===== src/rtl/ebbc_pkg.sv =====
package ebbc_pkg;

  localparam int NAME_MAX = 13;
  localparam int NAME_IDX_W = $clog2(NAME_MAX);
  localparam int NAME_LEN_W = $clog2(NAME_MAX + 1);
  localparam int POS_W = 7;
  localparam int DESC_OFF_W = 5;

  localparam logic [POS_W-1:0] POS_MANUF_HI = 7'd8;
  localparam logic [POS_W-1:0] POS_MANUF_LO = 7'd9;
  localparam logic [POS_W-1:0] DESC_FIRST = 7'd54;
  localparam logic [POS_W-1:0] DESC_END = 7'd126;
  localparam logic [POS_W-1:0] LAST_POS = 7'd127;
  localparam logic [DESC_OFF_W-1:0] DESC_OFF_LAST = 5'd17;
  localparam logic [DESC_OFF_W-1:0] DESC_OFF_PREFIX0 = 5'd0;
  localparam logic [DESC_OFF_W-1:0] DESC_OFF_PREFIX1 = 5'd1;
  localparam logic [DESC_OFF_W-1:0] DESC_OFF_TAG = 5'd3;
  localparam logic [DESC_OFF_W-1:0] DESC_OFF_DATA = 5'd5;
  localparam logic [DESC_OFF_W-1:0] DESC_OFF_RANGE_LAST = 5'd8;

  localparam logic [7:0] TAG_NAME = 8'hFC;
  localparam logic [7:0] TAG_RANGE = 8'hFD;
  localparam logic [7:0] NAME_END = 8'h0A;

  typedef struct packed {
    logic       block_start;
    logic [7:0] edid_byte;
  } edid_in_t;

  typedef struct packed {
    logic        header_ok;
    logic        checksum_ok;
    logic [14:0] manufacturer;
    logic        name_found;
    logic [7:0]  name_char;
    logic        range_found;
    logic [7:0]  vert_min_hz;
    logic [7:0]  vert_max_hz;
    logic [7:0]  horiz_min_khz;
    logic [7:0]  horiz_max_khz;
    logic        last;
  } edid_out_t;

  // One finished block as handed from the parser to the burst generator.
  // name_len is zero when there is no name to emit.
  typedef struct packed {
    logic                         header_ok;
    logic                         checksum_ok;
    logic [14:0]                  manufacturer;
    logic                         name_found;
    logic [NAME_LEN_W-1:0]        name_len;
    logic                         range_found;
    logic [3:0][7:0]              range_values;
    logic [NAME_MAX-1:0][7:0]     name_chars;
  } ebbc_summary_t;

  // Fixed EDID header: 00 FF FF FF FF FF FF 00.
  function automatic logic [7:0] header_byte(input logic [2:0] idx);
    logic [7:0] value;
    value = ((idx == 3'd0) || (idx == 3'd7)) ? 8'h00 : 8'hFF;
    return value;
  endfunction

endpackage


===== src/rtl/ebbc_front.sv =====
module ebbc_front (
  input  logic                   clk,
  input  logic                   rst,
  input  logic                   byte_valid,
  output logic                   byte_stall,
  input  ebbc_pkg::edid_in_t     byte_data,
  input  logic                   full,
  output logic                   push,
  output ebbc_pkg::ebbc_summary_t summary
);
  import ebbc_pkg::*;

  logic [POS_W-1:0]      byte_position;
  logic [7:0]            running_sum;
  logic                  header_match;
  logic [15:0]           manufacturer_bytes;
  logic                  descriptor_prefix_ok;
  logic [7:0]            descriptor_tag;
  logic [DESC_OFF_W-1:0] desc_off;
  logic [NAME_LEN_W-1:0] name_length;
  logic                  name_ended;
  logic                  name_seen;
  logic                  range_seen;
  logic [3:0][7:0]       range_values;
  logic [NAME_MAX-1:0][7:0] name_chars;

  logic                  accept;
  logic [POS_W-1:0]      pos;
  logic                  clr;
  logic [7:0]            b;
  logic [7:0]            sum_next;
  logic                  in_desc;
  logic                  data_off;
  logic                  name_wr;
  logic [DESC_OFF_W-1:0] range_off;

  assign byte_stall = full;
  assign accept = byte_valid && !byte_stall;
  assign b = byte_data.edid_byte;
  assign pos = byte_data.block_start ? '0 : byte_position;
  assign clr = (pos == '0);
  assign sum_next = (clr ? 8'd0 : running_sum) + b;
  assign in_desc = (pos >= DESC_FIRST) && (pos < DESC_END);
  assign data_off = (desc_off >= DESC_OFF_DATA) && descriptor_prefix_ok;
  assign range_off = desc_off - DESC_OFF_DATA;
  assign name_wr = in_desc && data_off && (descriptor_tag == TAG_NAME) && !name_ended &&
                   (b != NAME_END) && (name_length < NAME_LEN_W'(NAME_MAX));

  always_ff @(posedge clk) begin
    if (rst) begin
      byte_position <= '0;
      running_sum <= '0;
      header_match <= 1'b1;
      manufacturer_bytes <= '0;
      descriptor_prefix_ok <= 1'b0;
      descriptor_tag <= '0;
      desc_off <= '0;
      name_length <= '0;
      name_ended <= 1'b0;
      name_seen <= 1'b0;
      range_seen <= 1'b0;
      range_values <= '0;
    end else if (accept) begin
      byte_position <= pos + 1'b1;
      running_sum <= sum_next;
      desc_off <= ((pos < DESC_FIRST) || (desc_off == DESC_OFF_LAST)) ? '0 :
                  desc_off + 1'b1;
      if (clr) begin
        header_match <= (b == header_byte(3'd0));
        manufacturer_bytes <= '0;
        descriptor_prefix_ok <= 1'b0;
        descriptor_tag <= '0;
        name_length <= '0;
        name_ended <= 1'b0;
        name_seen <= 1'b0;
        range_seen <= 1'b0;
        range_values <= '0;
      end else if (pos < POS_MANUF_HI) begin
        header_match <= header_match && (b == header_byte(pos[2:0]));
      end else if (pos == POS_MANUF_HI) begin
        manufacturer_bytes[15:8] <= b;
      end else if (pos == POS_MANUF_LO) begin
        manufacturer_bytes[7:0] <= b;
      end else if (in_desc) begin
        if (desc_off == DESC_OFF_PREFIX0) begin
          descriptor_prefix_ok <= (b == 8'h00);
        end else if (desc_off == DESC_OFF_PREFIX1) begin
          descriptor_prefix_ok <= descriptor_prefix_ok && (b == 8'h00);
        end else if (desc_off == DESC_OFF_TAG) begin
          descriptor_tag <= b;
          if (descriptor_prefix_ok && (b == TAG_NAME)) begin
            name_seen <= 1'b1;
            name_length <= '0;
            name_ended <= 1'b0;
          end else if (descriptor_prefix_ok && (b == TAG_RANGE)) begin
            range_seen <= 1'b1;
          end
        end else if (data_off) begin
          if (descriptor_tag == TAG_NAME) begin
            if (!name_ended) begin
              if (b == NAME_END) begin
                name_ended <= 1'b1;
              end else if (name_length < NAME_LEN_W'(NAME_MAX)) begin
                name_length <= name_length + 1'b1;
              end
            end
          end else if ((descriptor_tag == TAG_RANGE) && (desc_off <= DESC_OFF_RANGE_LAST)) begin
            range_values[range_off[1:0]] <= b;
          end
        end
      end
    end
  end

  // Name characters are only read below name_length, so they need no reset.
  always_ff @(posedge clk) begin
    if (accept && name_wr) begin
      name_chars[name_length[NAME_IDX_W-1:0]] <= b;
    end
  end

  // Byte 127 changes nothing but the sum, so the snapshot uses the new sum
  // and the current values of everything else.
  assign push = accept && (pos == LAST_POS);

  always_comb begin
    summary.header_ok = header_match;
    summary.checksum_ok = (sum_next == 8'd0);
    summary.manufacturer = manufacturer_bytes[14:0];
    summary.name_found = name_seen;
    summary.name_len = name_seen ? name_length : '0;
    summary.range_found = range_seen;
    summary.range_values = range_values;
    summary.name_chars = name_chars;
  end

endmodule


===== config.mk =====
export PLATFORM = sky130hd
export DESIGN_NAME = ebbc_front
export DESIGN_NICKNAME = d
export VERILOG_FILES = /design/src/rtl/ebbc_pkg.sv /design/src/rtl/ebbc_front.sv
export SDC_FILE = /design/constraint.sdc
export NUM_CORES = 1
export LEC_CHECK = 0
export BUFFER_PORTS_ARGS = -buffer_cell sky130_fd_sc_hd__clkbuf_2
export CAP_MARGIN = 20
export CORE_ASPECT_RATIO = 2
export CORE_MARGIN = 2
export CORE_UTILIZATION = 58
export DETAILED_ROUTE_END_ITERATION = 8
export PLACE_DENSITY = 0.85
export SYNTH_ARGS = -nofsm -noshare
export SYNTH_HDL_FRONTEND = slang
export SYNTH_SLANG_ARGS = --single-unit

===== constraint.sdc =====
create_clock -name clk -period 8.2 [get_ports clk]
set_clock_uncertainty 0.05 [all_clocks]
set_input_delay 0.41 -clock clk [delete_from_list [all_inputs] [get_ports clk]]
set_output_delay 0.41 -clock clk [all_outputs]
set_load 0.02 [all_outputs]

==> results of run 1 <==
-- placed cells by master (no fill, tap or decap), types with 17 or more instances in the layout --
cell type,n
nor2_1,49
a22o_1,32
clkbuf_2,173
and2_1,36
ha_1,21
dfxtp_1,84
clkbuf_16,17
nand2_1,37
a21oi_1,17
edfxtp_1,104
-- state kept, by name, indices dropped and copies added, names as in the netlist --
name and flops:
manufacturer_bytes 15, desc_off 5, summary 136, descriptor_tag 8, name_ended 1, name_seen 1, range_seen 1, byte_position 7
header_match 1, descriptor_prefix_ok 1, running_sum 8, name_length 4
-- worst register-to-register path, delay by kind of cell (launching register included) --
family / cells / cell delay, ns
AOI/OAI and AO/OA: 4 / 1.35
adders and majority gates: 1 / 0.33
and+or+nand+nor: 4 / 1.25
xor gates and xnor gates: 1 / 0.22
DFF: 1 / 0.44
-- kinds of logic after synthesis --
| group | after synthesis | share of synthesized area |
|---|---|---|
| simple gates | 194 | 0.1399 |
| flops | 188 | 0.6411 |
| compound gates | 120 | 0.1239 |
| buf+inv | 42 | 0.02705 |
| fa+ha+maj | 22 | 0.03773 |
| mux | 14 | 0.01870 |
| xor+xnor | 10 | 0.01169 |
-- area by class of cell --
cell class	instances	area, um^2
tap	150	187.7
clock buffer	17	425.4
sequential	188	4805
multi-input combinational	360	2487
fill	851	3606
clock inverter	15	163.9
inverter	11	41.29
timing repair buffer	179	910.9
-- synthesized netlist by cell type (3+ instances only) --
cell | count | area (um^2)
nand3_1 | 7 | 35.03
and2_1 | 36 | 225.2
edfxtp_1 | 104 | 3123
nand4_1 | 6 | 37.54
xor2_1 | 4 | 35.03
buf_2 | 9 | 45.04
nor2_1 | 49 | 183.9
nor4_1 | 8 | 50.05
a21oi_1 | 17 | 85.08
ha_1 | 21 | 262.8
a31oi_1 | 7 | 43.79
o21ai_0 | 14 | 70.07
a22o_1 | 32 | 280.3
o31ai_1 | 3 | 22.52
xnor2_1 | 6 | 52.55
and3_1 | 11 | 68.82
a22oi_1 | 10 | 75.07
o211ai_1 | 4 | 30.03
clkbuf_1 | 13 | 48.80
nor2b_1 | 12 | 75.07
a41o_1 | 4 | 40.04
inv_1 | 11 | 41.29
mux2i_1 | 14 | 140.1
nand2b_1 | 4 | 25.02
nor3_1 | 4 | 20.02
buf_4 | 5 | 37.54
a211oi_1 | 5 | 37.54
nor2_2 | 5 | 31.28
dfxtp_1 | 84 | 1682
nand2_1 | 37 | 138.9
-- worst max path at each step --
stage                      from      endpoint  cells after the start
6_report       byte_position[3]  summary[157]                     11
5_1_grt        byte_position[3]  summary[157]                     11
3_3_place_gp       byte_data[8]  summary[157]                     14
2_1_floorplan      byte_data[8]  summary[157]                     14
4_1_cts        byte_position[3]  summary[157]                     11
3_5_place_dp       byte_data[8]  summary[157]                     14
-- power breakdown --
group / internal [uW] / total [uW] / switching, uW
logic: 23.0 / 83.3 / 60.3
clock network: 410 / 801 / 392
registers: 996 / 1000 / 3.91
total: 1430 / 1880 / 456
-- through the flow --
stage | power, uW | instance area [um^2] | setup slack, ns | hold WS, ns
after floorplan | 1070 | 7495 | 4.121 | 0.3817
after global placement | 1098 | 8432 | 3.977 | 0.3884
after detailed placement | 1102 | 8432 | 3.707 | 0.3924
after CTS | 1894 | 9021 | 3.459 | 0.3911
after global routing | 1940 | 9021 | 3.238 | 0.4012
final | 1885 | 9021 | 3.405 | 0.4019
-- per-layer routing --
layer / global-route usage / part of all wire / up-vias
met4: 0.1443 / 0.043 / 0
met1: 0.2820 / 0.34 / 2723
met3: 0.04998 / 0.064 / 70
li1: - / - / 2528
met2: 0.4964 / 0.56 / 310
met5: 0 / 0 / -
==> summary.txt, run 1 <==
Logic synthesis
  – Post-synthesis cell count: 590
  – Yosys cell types: 64
  – Syn avg cell area: 12.70 um^2
  – Mapped Area: 7495 um^2
  – #FFs+latches synth: 188
  – Post-synth EDFFs: 104
  – Syn nets: 625
  – Syn. warnings: 0
  – Synth Flop Type: edfxtp_1
  – Async SR Flop Fraction: 0
  – Sequential-to-total area share from yosys stat: 0.6411

Power
  – Leakage power total: 0.003615 uW
  – IR drop worst, VDD: 0.0002526 V
  – Power Density: 208.9 nW/um^2

Clock tree
  – H-tree depth: 4
  – Post-CTS Resized: 0
  – Clock root cell: clkbuf_16
  – Hold-fix buffers, CTS: 0
  – Clock Latency Late Sink: 0.43 ns
  – CTS tree: done
  – Max Root-Sink Buffers: 2
  – Total CTS buffers: 17
  – Clock sink total: 188
  – Clk pin slew, worst setup/hold paths: 0.07 ns
  – Setup Fix Bufs, Post-CTS: 0

Critical path
  – RR Startpoint: byte_position[3]
  – Worst Path Required: 7.74 ns
  – Critical path class: reg2out
  – CP delay by family, top: simple AND/OR/NAND/NOR gates
  – Critical Path, Cell by Cell: nor4_4, o211ai_2, and2_1, ha_1, and3_1, a221o_1, o41ai_1, xnor2_1, xnor2_1, nor4_1, clkbuf_2
  – Critical path buffer and inverter count: 1
  – Crit path launch type: register
  – Worst setup EP type: primary output
  – Crit-path max FO: 22
  – CP arrival: 4.34 ns
  – Slowest CP cell: o41ai_1
  – Worst R2R Path Depth: 10
  – R2R Path End: running_sum[7]
  – R2R Setup Slk: 4.49 ns
  – Max incr delay on CP: 0.46 ns
  – Crit path top cell by count: xnor2_1

Global route
  – Overall routing resource usage: 0.2676
  – Vias in the first global route: 5,485
  – First-pass GRT wire length: 28,590 um
  – Largest net degree at the start of global routing: 60
  – Initial antenna violation count: 0
  – Total grt overflow: 0

Detailed routing
  – Initial DRT Pass Iterations: 5
  – DRT Wirelength: 18,890 um
  – Via density per instance: 6.121
  – Initial DRC count: 481
  – DR vias: 5,631
  – Antenna viol nets, final: 0
  – Drc violations: 0
  – Routed length per instance: 20.54 um

Timing
  – F_max: 208.5 MHz
  – Worst slew pin tran: 0.9132 ns
  – Tcrit/Tclk final: 0.5848
  – Final Hold Vio Count: 0
  – Final setup TNS: 0 ns
  – Max-Slew Margin vs Limit: 0.3894
  – Finish-stage setup viols: 0
  – RSZ-0062 raised after global routing: false
  – Final Critical Period: 4.795 ns
  – Fin. max-slew vios: 0

Layout
  – Synth-to-Final Area Change: 20.37%
  – Layout cell share with drive strength beyond 1: 0.2935
  – Nets@finish: 792
  – Finished Core Util: 0.7144
  – N_diodes: 0
  – Finished Layout Cells: 920

Floorplanning
  – Die Y: 164.8 um
  – Io pins: 174
  – Die area: 13,900 um^2
  – Core area: 12,630 um^2
  – Chip width: 84.38 um
  – Initial core utilization: 0.5935
  – FP Rows: 58

Run status
  – Outcome: finished clean

Hold path
  – Hold path endpoint: running_sum[0]
  – WHS Path Cells: 2
  – Worst hold path startpoint: running_sum[0]
  – Hold Path Class: reg2reg

Place
  – Post-DP HPWL: 13,050 um
  – PortBufs: 173
  – GPL Wtd Cong: 0.9337
  – Placed cells: 888

Run
  – Max Cap Viol: 0
Power figures use the tool's default switching activity.
==> inputs of run 2 (changes only) <==
ABC_AREA = 1   (was unset)
CORE_UTILIZATION = 54   (was 58)
PLACE_DENSITY = 0.8   (was 0.85)
clock period = 4.8 ns   (was 8.2 ns; I/O delays follow)
==> run 2 against run 1 <==
  * Synthesized area rose by 3.7%
  * Sequential cell count did not move
  * Hold slack got worse by 0.20 ns
  * Largest cell class unchanged
  * Largest power group unchanged
==> summary.txt, run 2 <==
Critical path
  – Crit-path max FO: 21 (was 22)
  – Worst setup EP type: primary output (unchanged)
  – CP arrival: 3.66 ns (was 4.34 ns)
  – Worst Path Required: 4.51 ns (was 7.74 ns)
  – Worst R2R Path Depth: 17 (was 10)
  – Crit path launch type: register (unchanged)
  – Critical path class: reg2out (unchanged)

Clock tree
  – Hold-fix buffers, CTS: 0 (unchanged)
  – Total CTS buffers: 17 (unchanged)
  – H-tree depth: 4 (unchanged)
  – CTS tree: done (unchanged)
  – Clock Latency Late Sink: 0.43 ns (about the same)
  – Setup Fix Bufs, Post-CTS: 0 (unchanged)
  – Post-CTS Resized: 0 (unchanged)
  – Max Root-Sink Buffers: 2 (unchanged)
  – Clock sink total: 188 (unchanged)
  – Clk pin slew, worst setup/hold paths: 0.07 ns (about the same)
  – Clock root cell: clkbuf_16 (unchanged)

Timing
  – Finish-stage setup viols: 0 (unchanged)
  – F_max: 253.4 MHz
  – Tcrit/Tclk final: 0.8220
  – Final Hold Vio Count: 0 (unchanged)
  – Worst slew pin tran: 0.9942 ns (was 0.9132 ns)
  – Final setup TNS: 0 ns (unchanged)
  – Max-Slew Margin vs Limit: 0.3372 (was 0.3894)
  – RSZ-0062 raised after global routing: false (unchanged)
  – Fin. max-slew vios: 0 (unchanged)
  – Final worst setup slack: 0.8544 ns (was 3.405 ns)
  – Final Critical Period: 3.946 ns

Logic synthesis
  – Async SR Flop Fraction: 0 (unchanged)
  – Mux contribution to synthesized area: 0 (was 0.01870)
  – Mapped Area: 7769 um^2 (was 7495 um^2)
  – Main combinational cell family by area after synthesis: simple AND/OR/NAND/NOR gates (unchanged)
  – Post-Synth XOR/XNOR Area: 0.01127 (was 0.01169)
  – Syn nets: 803 (was 625)
  – Most frequent cell after synthesis: nand2_1 (was edfxtp_1)
  – Synth top area share: 0.4020 (was 0.4167)
  – Syn. warnings: 0 (unchanged)
  – Synth top area cells: edfxtp_1 (40%), dfxtp_1 (22%), nand2_1 (6.0%) (was edfxtp_1 (42%), dfxtp_1 (22%), a22o_1 (3.7%))
  – Sequential-to-total area share from yosys stat: 0.6185 (was 0.6411)
  – Yosys cell types: 40 (was 64)
  – Post-synth EDFFs: 104 (unchanged)
  – Synth Area in Adders: 0.03640 (was 0.03773)
  – Simple-gate area share of the yosys netlist: 0.1958 (was 0.1399)
  – Most frequent cells after synthesis: nand2_1 (125), nor2_1 (105), edfxtp_1 (104) (was edfxtp_1 (104), dfxtp_1 (84), nor2_1 (49))
  – Area leader, netlist: edfxtp_1 (unchanged)
  – Synth Flop Type: edfxtp_1 (unchanged)
  – Syn avg cell area: 10.12 um^2 (was 12.70 um^2)
  – Post-synthesis cell count: 768 (was 590)
  – Complex-gate fraction of the synthesized area: 0.07811 (was 0.1239)
  – #FFs+latches synth: 188 (unchanged)

Detailed routing
  – Initial DRC count: 504 (was 481)
  – Drc violations: 0 (unchanged)
  – DRT Wirelength: 18,340 um (was 18,890 um)
  – Antenna viol nets, final: 0 (unchanged)
  – Routed length per instance: 16.14 um (was 20.54 um)
  – Via density per instance: 5.361 (was 6.121)
  – DR vias: 6,090 (was 5,631)
  – Initial DRT Pass Iterations: 5 (unchanged)

Power
  – Sequential power share: 0.520 (was 0.531)
  – Power Density: 359.7 nW/um^2 (was 208.9 nW/um^2)
  – Internal: 2514 uW (was 1429 uW)
  – Clock group share of total power: 0.407 (was 0.425)
  – Sw frac: 0.2471 (was 0.2418)
  – Leakage power total: 0.003837 uW (was 0.003615 uW)
  – IR drop worst, VDD: 0.0002653 V (was 0.0002526 V)
  – Net switching power: 824.9 uW (was 455.8 uW)
  – Comb power frac: 0.073 (was 0.044)

Hold path
  – Hold Path Class: in2reg (was reg2reg)
  – WHS Path Cells: 4 (was 2)

Layout
  – Synth-to-Final Area Change: 19.49% (was 20.37%)
  – Largest register FFs: 136 (unchanged)
  – Fillcell total: 1,163 (was 851)
  – Layout cell share with drive strength beyond 1: 0.2489 (was 0.2935)
  – Most common cell after layout, fill and taps aside: clkbuf_2 (unchanged)
  – Fin area: 9283 um^2 (was 9021 um^2)
  – Most frequent cells in the layout: clkbuf_2 (173), nand2_1 (125), nor2_1 (105), edfxtp_1 (104), dfxtp_1 (84) (was clkbuf_2 (173), edfxtp_1 (104), dfxtp_1 (84), nor2_1 (49), nand2_1 (37))
  – Sequential cell area: 4805 um^2 (unchanged)
  – Multi-input logic area: 2499 um^2 (was 2487 um^2)
  – N_diodes: 0 (unchanged)
  – Nets@finish: 966 (was 792)

Floorplanning
  – Die Y: 173.6 um (was 164.8 um)
  – Chip width: 88.81 um (was 84.38 um)
  – Core area: 14,200 um^2 (was 12,630 um^2)
  – Die area: 15,420 um^2 (was 13,900 um^2)
  – FP Rows: 62 (was 58)
  – Io pins: 174 (unchanged)
  – Initial core utilization: 0.5472 (was 0.5935)

Place
  – Post-DP HPWL: 12,440 um (was 13,050 um)
  – Pre-CTS WS: 1.172 ns (was 3.707 ns)
  – Placement Cell Area: 8703 um^2 (was 8432 um^2)
  – PortBufs: 173 (unchanged)
  – GPL Wtd Cong: 0.9051 (was 0.9337)

Global route
  – Overall routing resource usage: 0.2411 (was 0.2676)
  – First-pass GRT wire length: 28,640 um (was 28,590 um)
  – Largest net degree at the start of global routing: 47 (was 60)
  – Initial antenna violation count: 0 (unchanged)
  – Total grt overflow: 0 (unchanged)
  – Vias in the first global route: 5,761 (was 5,485)

Run
  – Max Cap Viol: 0 (unchanged)

Run status
  – Outcome: finished clean (unchanged)
-- run 2: cell families (layout without fill, tap and decap cells) --
| logic type | count (synthesis) | after routing |
|---|---|---|
| xor+xnor | 10 | 10 |
| buf+inv | 105 | 281 |
| fa+ha+maj | 22 | 22 |
| simple gates | 332 | 332 |
| flops | 188 | 188 |
| compound gates | 111 | 111 |
-- run 2: layout make-up --
type / count / area share
flip-flops and latches: 188 / 0.5176
repair buffers: 175 / 0.09489
clock inverters: 15 / 0.01658
inverters: 74 / 0.03006
well taps: 192 / 0.02588
clock buffers: 17 / 0.04583
multi-input cells: 475 / 0.2692
-- run 2: critical path, cell delays in order (launching register included) --
cell      delay, ns
dfxtp_1        0.31
inv_1          0.06
nor2_1         0.08
inv_1          0.07
ha_1           0.16
inv_1          0.05
nor2_2         0.16
nand3_4        0.24
inv_2          0.39
nor2_1         0.08
ha_1           0.22
fa_1           0.44
xor2_1         0.20
nor3_1         0.14
nand2_1        0.09
nor3_1         0.18
nand2_1        0.07
nor2_1         0.09
clkbuf_2       0.17
-- run 2: path summary, 6_finish.rpt --
path / slack (ns) / startpoint / endpoint
max: 0.85 / byte_position[0] / summary[157]
min: 0.20 / byte_data[8] / byte_position[4]
max reg2reg: 1.77 / byte_position[0] / running_sum[6]
min reg2reg: 0.41 / running_sum[0] / running_sum[0]
-- run 2: power by group through the flow --
stage	Sequential [uW]	Clock, uW	Combinational, uW
after floorplan	1780	0	162
after global placement	1770	0	233
after detailed placement	1770	0	240
final	1740	1360	243
after global routing	1740	1440	272
after CTS	1740	1380	242
-- run 2: layer usage --
layer | vias to the layer above | track usage | wire (um)
met5 | - | 0 | 0
met1 | 2840 | 0.3073 | 7480
li1 | 2933 | - | -
met2 | 279 | 0.3949 | 9167
met3 | 38 | 0.04714 | 1162
met4 | 0 | 0.09912 | 524
-- run 2: metrics by stage --
| step | utilization | hold WS (ns) | power (uW) | cells |
|---|---|---|---|---|
| 2_1_floorplan | - | 0.2889 | 1943 | 768 |
| 4_1_cts | 0.6539 | 0.1813 | 3362 | 1136 |
| 3_5_place_dp | 0.6131 | 0.3994 | 2011 | 1104 |
| 6_report | 0.6539 | 0.1993 | 3339 | 1136 |
| 5_1_grt | 0.6539 | 0.2302 | 3449 | 1136 |
| 3_3_place_gp | 0.6131 | 0.3971 | 2003 | 1104 |
==> inputs of run 3 (changes only) <==
CORE_UTILIZATION = 49   (was 54)
PLACE_DENSITY = 0.76   (was 0.8)
clock period = 3.6 ns   (was 4.8 ns; I/O delays follow)
==> run 3 against run 2 <==
  * Die area grew 9.9%
  * Utilization decreased by 5.1 points
  * First-iteration DRC count decreased by 18%
  * Critical endpoint unchanged
  * Wire length decreased by 0.95%
  * Global-route usage is 3.0 points lower
  * Clock-buffer cell count rose by 1
==> summary.txt, run 3 (same netlist as run 2, synthesis figures left out) <==
Timing
  – Fin. max-slew vios: 0 (unchanged)
  – Tcrit/Tclk final: 0.9236
  – Max-Slew Margin vs Limit: 0.4891 (was 0.3372)
  – Hold slack: 0.1462 ns (was 0.1993 ns)
  – Final Hold Vio Count: 0 (unchanged)
  – Finish-stage setup viols: 0 (unchanged)
  – Final Critical Period: 3.325 ns
  – F_max: 300.8 MHz
  – Worst slew pin tran: 0.7635 ns (was 0.9942 ns)
  – Final setup TNS: 0 ns (unchanged)

Place
  – Post-DP HPWL: 12,560 um (was 12,440 um)
  – Placed cells: 1,123 (was 1,104)
  – GPL Wtd Cong: 0.9094 (was 0.9051)
  – PortBufs: 173 (unchanged)

Clock tree
  – Clock root cell: clkbuf_16 (unchanged)
  – Max Root-Sink Buffers: 2 (unchanged)
  – H-tree depth: 4 (unchanged)
  – CTS tree: done (unchanged)
  – Clock sink total: 188 (unchanged)
  – Clk pin slew, worst setup/hold paths: 0.07 ns (about the same)
  – Clock Latency Late Sink: 0.42 ns (was 0.43 ns)
  – Total CTS buffers: 17 (unchanged)

Detailed routing
  – Initial DRT Pass Iterations: 5 (unchanged)
  – Routed length per instance: 15.72 um (was 16.14 um)
  – Wire length on met1: 7579 um (was 7480 um)
  – Met3 WL: 1293 um (was 1162 um)
  – Max layer used: met4 (unchanged)
  – Drc violations: 0 (unchanged)
  – Antenna viol nets, final: 0 (unchanged)
  – DR vias: 6,034 (was 6,090)
  – Met2 wire length: 8949 um (was 9167 um)
  – Via density per instance: 5.224 (was 5.361)
  – Initial DRC count: 415 (was 504)
  – DRT Wirelength: 18,160 um (was 18,340 um)

Layout
  – Most frequent cells in the layout: clkbuf_2 (173), nand2_1 (125), nor2_1 (104), edfxtp_1 (104), dfxtp_1 (84) (was clkbuf_2 (173), nand2_1 (125), nor2_1 (105), edfxtp_1 (104), dfxtp_1 (84))
  – Synth-to-Final Area Change: 21.18% (was 19.49%)
  – Nets@finish: 976 (was 966)
  – Layout cell share with drive strength beyond 1: 0.2610 (was 0.2489)
  – Finished Layout Cells: 1,155 (was 1,136)
  – Most common cell after layout, fill and taps aside: clkbuf_2 (unchanged)
  – Largest register FFs: 136 (unchanged)
  – N_diodes: 0 (unchanged)

Critical path
  – RR Startpoint: byte_position[0] (unchanged)
  – Worst R2R Path Depth: 19 (was 17)
  – CP arrival: 3.09 ns (was 3.66 ns)
  – Crit path launch type: register (unchanged)
  – Max incr delay on CP: 0.32 ns (was 0.44 ns)
  – Worst Path Required: 3.37 ns (was 4.51 ns)
  – Critical path class: reg2out (unchanged)
  – Crit-path max FO: 18 (was 21)
  – R2R Path End: running_sum[7] (was running_sum[6])
  – R2R Setup Slk: 1.00 ns (was 1.77 ns)
  – Worst Setup SP: byte_position[0] (unchanged)
  – Slowest CP cell: dfxtp_1 (was fa_1)
  – Worst setup EP type: primary output (unchanged)
  – Critical Path, Cell by Cell: inv_1, nor2_4, inv_1, ha_1, inv_1, nor2_2, nand3_4, inv_2, buf_8, nor2_1, ha_4, nand3_1, nand3_2, nand2_1, nand2_1, xor2_1, nor3_1, nand2_1, nor2_1, clkbuf_2 (was inv_1, nor2_1, inv_1, ha_1, inv_1, nor2_2, nand3_4, inv_2, nor2_1, ha_1, fa_1, xor2_1, nor3_1, nand2_1, nor3_1, nand2_1, nor2_1, clkbuf_2)

Power
  – Sw frac: 0.2448 (was 0.2471)
  – Leakage power total: 0.003901 uW (was 0.003837 uW)
  – IR drop worst, VDD: 0.0003509 V (was 0.0002653 V)
  – Power Density: 474.2 nW/um^2 (was 359.7 nW/um^2)
  – Clock group share of total power: 0.406 (was 0.407)
  – Internal: 3371 uW (was 2514 uW)
  – Comb power frac: 0.076 (was 0.073)
  – Sequential power share: 0.518 (was 0.520)
  – Net switching power: 1093 uW (was 824.9 uW)

Global route
  – Overall routing resource usage: 0.2114 (was 0.2411)
  – Initial antenna violation count: 0 (unchanged)
  – Vias in the first global route: 5,423 (was 5,761)
  – Total grt overflow: 0 (unchanged)
  – Largest net degree at the start of global routing: 46 (was 47)
  – First-pass GRT wire length: 27,700 um (was 28,640 um)

Hold path
  – Hold Path Class: in2reg (unchanged)
  – Hold path endpoint: byte_position[0] (was byte_position[4])
  – Worst hold path startpoint: byte_data[8] (unchanged)
  – WHS Path Cells: 3 (was 4)

Floorplanning
  – Io pins: 174 (unchanged)
  – Die Y: 182.1 um (was 173.6 um)
  – FP Rows: 65 (was 62)
  – Core area: 15,620 um^2 (was 14,200 um^2)
  – Chip width: 93.04 um (was 88.81 um)
  – Die area: 16,940 um^2 (was 15,420 um^2)
  – Initial core utilization: 0.4975 (was 0.5472)

Run
  – Max Cap Viol: 0 (unchanged)

Run status
  – Outcome: finished clean (unchanged)
[run 3: layout make-up]
class / count / area [um^2]
fill: 1344 / 6201
sequential: 188 / 4805
timing repair buffer: 185 / 963.4
clock buffer: 18 / 429.2
clock inverter: 14 / 152.6
inverter: 74 / 279.0
tap: 201 / 251.5
multi-input combinational: 475 / 2534
[run 3: layer usage]
| layer | global-route usage | vias to the layer above |
|---|---|---|
| li1 | - | 2951 |
| met1 | 0.2760 | 2822 |
| met2 | 0.3533 | 237 |
| met3 | 0.04418 | 24 |
| met4 | 0.06471 | 0 |
| met5 | 0 | - |
[run 3: per-stage QoR]
step             util  power, uW  worst slack [ns]  area (um^2)
6_report       0.6029       4464            0.2752         9414
5_1_grt        0.6029       4620          -0.01775         9414
4_1_cts        0.6002       4494            0.1044         9371
3_5_place_dp   0.5629       2691            0.5221         8790
3_3_place_gp   0.5629       2682            0.6042         8790
2_1_floorplan       -       2590            0.5561         7769
[run 3: power groups by stage]
stage	logic [uW]	clock network (uW)	registers, uW
3_5_place_dp	329	0	2360
4_1_cts	331	1850	2310
3_3_place_gp	321	0	2360
5_1_grt	376	1930	2320
6_report	338	1810	2310
2_1_floorplan	216	0	2370
[run 3: timing repair]
action,CTS,global route
resized for setup,0,8
hold buffers,0,0
buffers inserted,0,0
endpoints found under the setup margin,0,1
[run 3: worst max path at each step]
stage                   endpoint  slack (ns)
global placement    summary[157]        0.60
floorplan           summary[157]        0.56
detailed placement  summary[157]        0.52
finish              summary[157]        0.28
CTS                 summary[157]        0.10
global route        summary[157]       -0.02
[run 3: worst max-delay path: cells and delay by family (launching register included)]
family / cells / cell delay, ns
flops: 1 / 0.32
xor+xnor: 1 / 0.16
fa+ha+maj: 2 / 0.44
buf+inv: 6 / 0.59
simple gates: 11 / 1.16
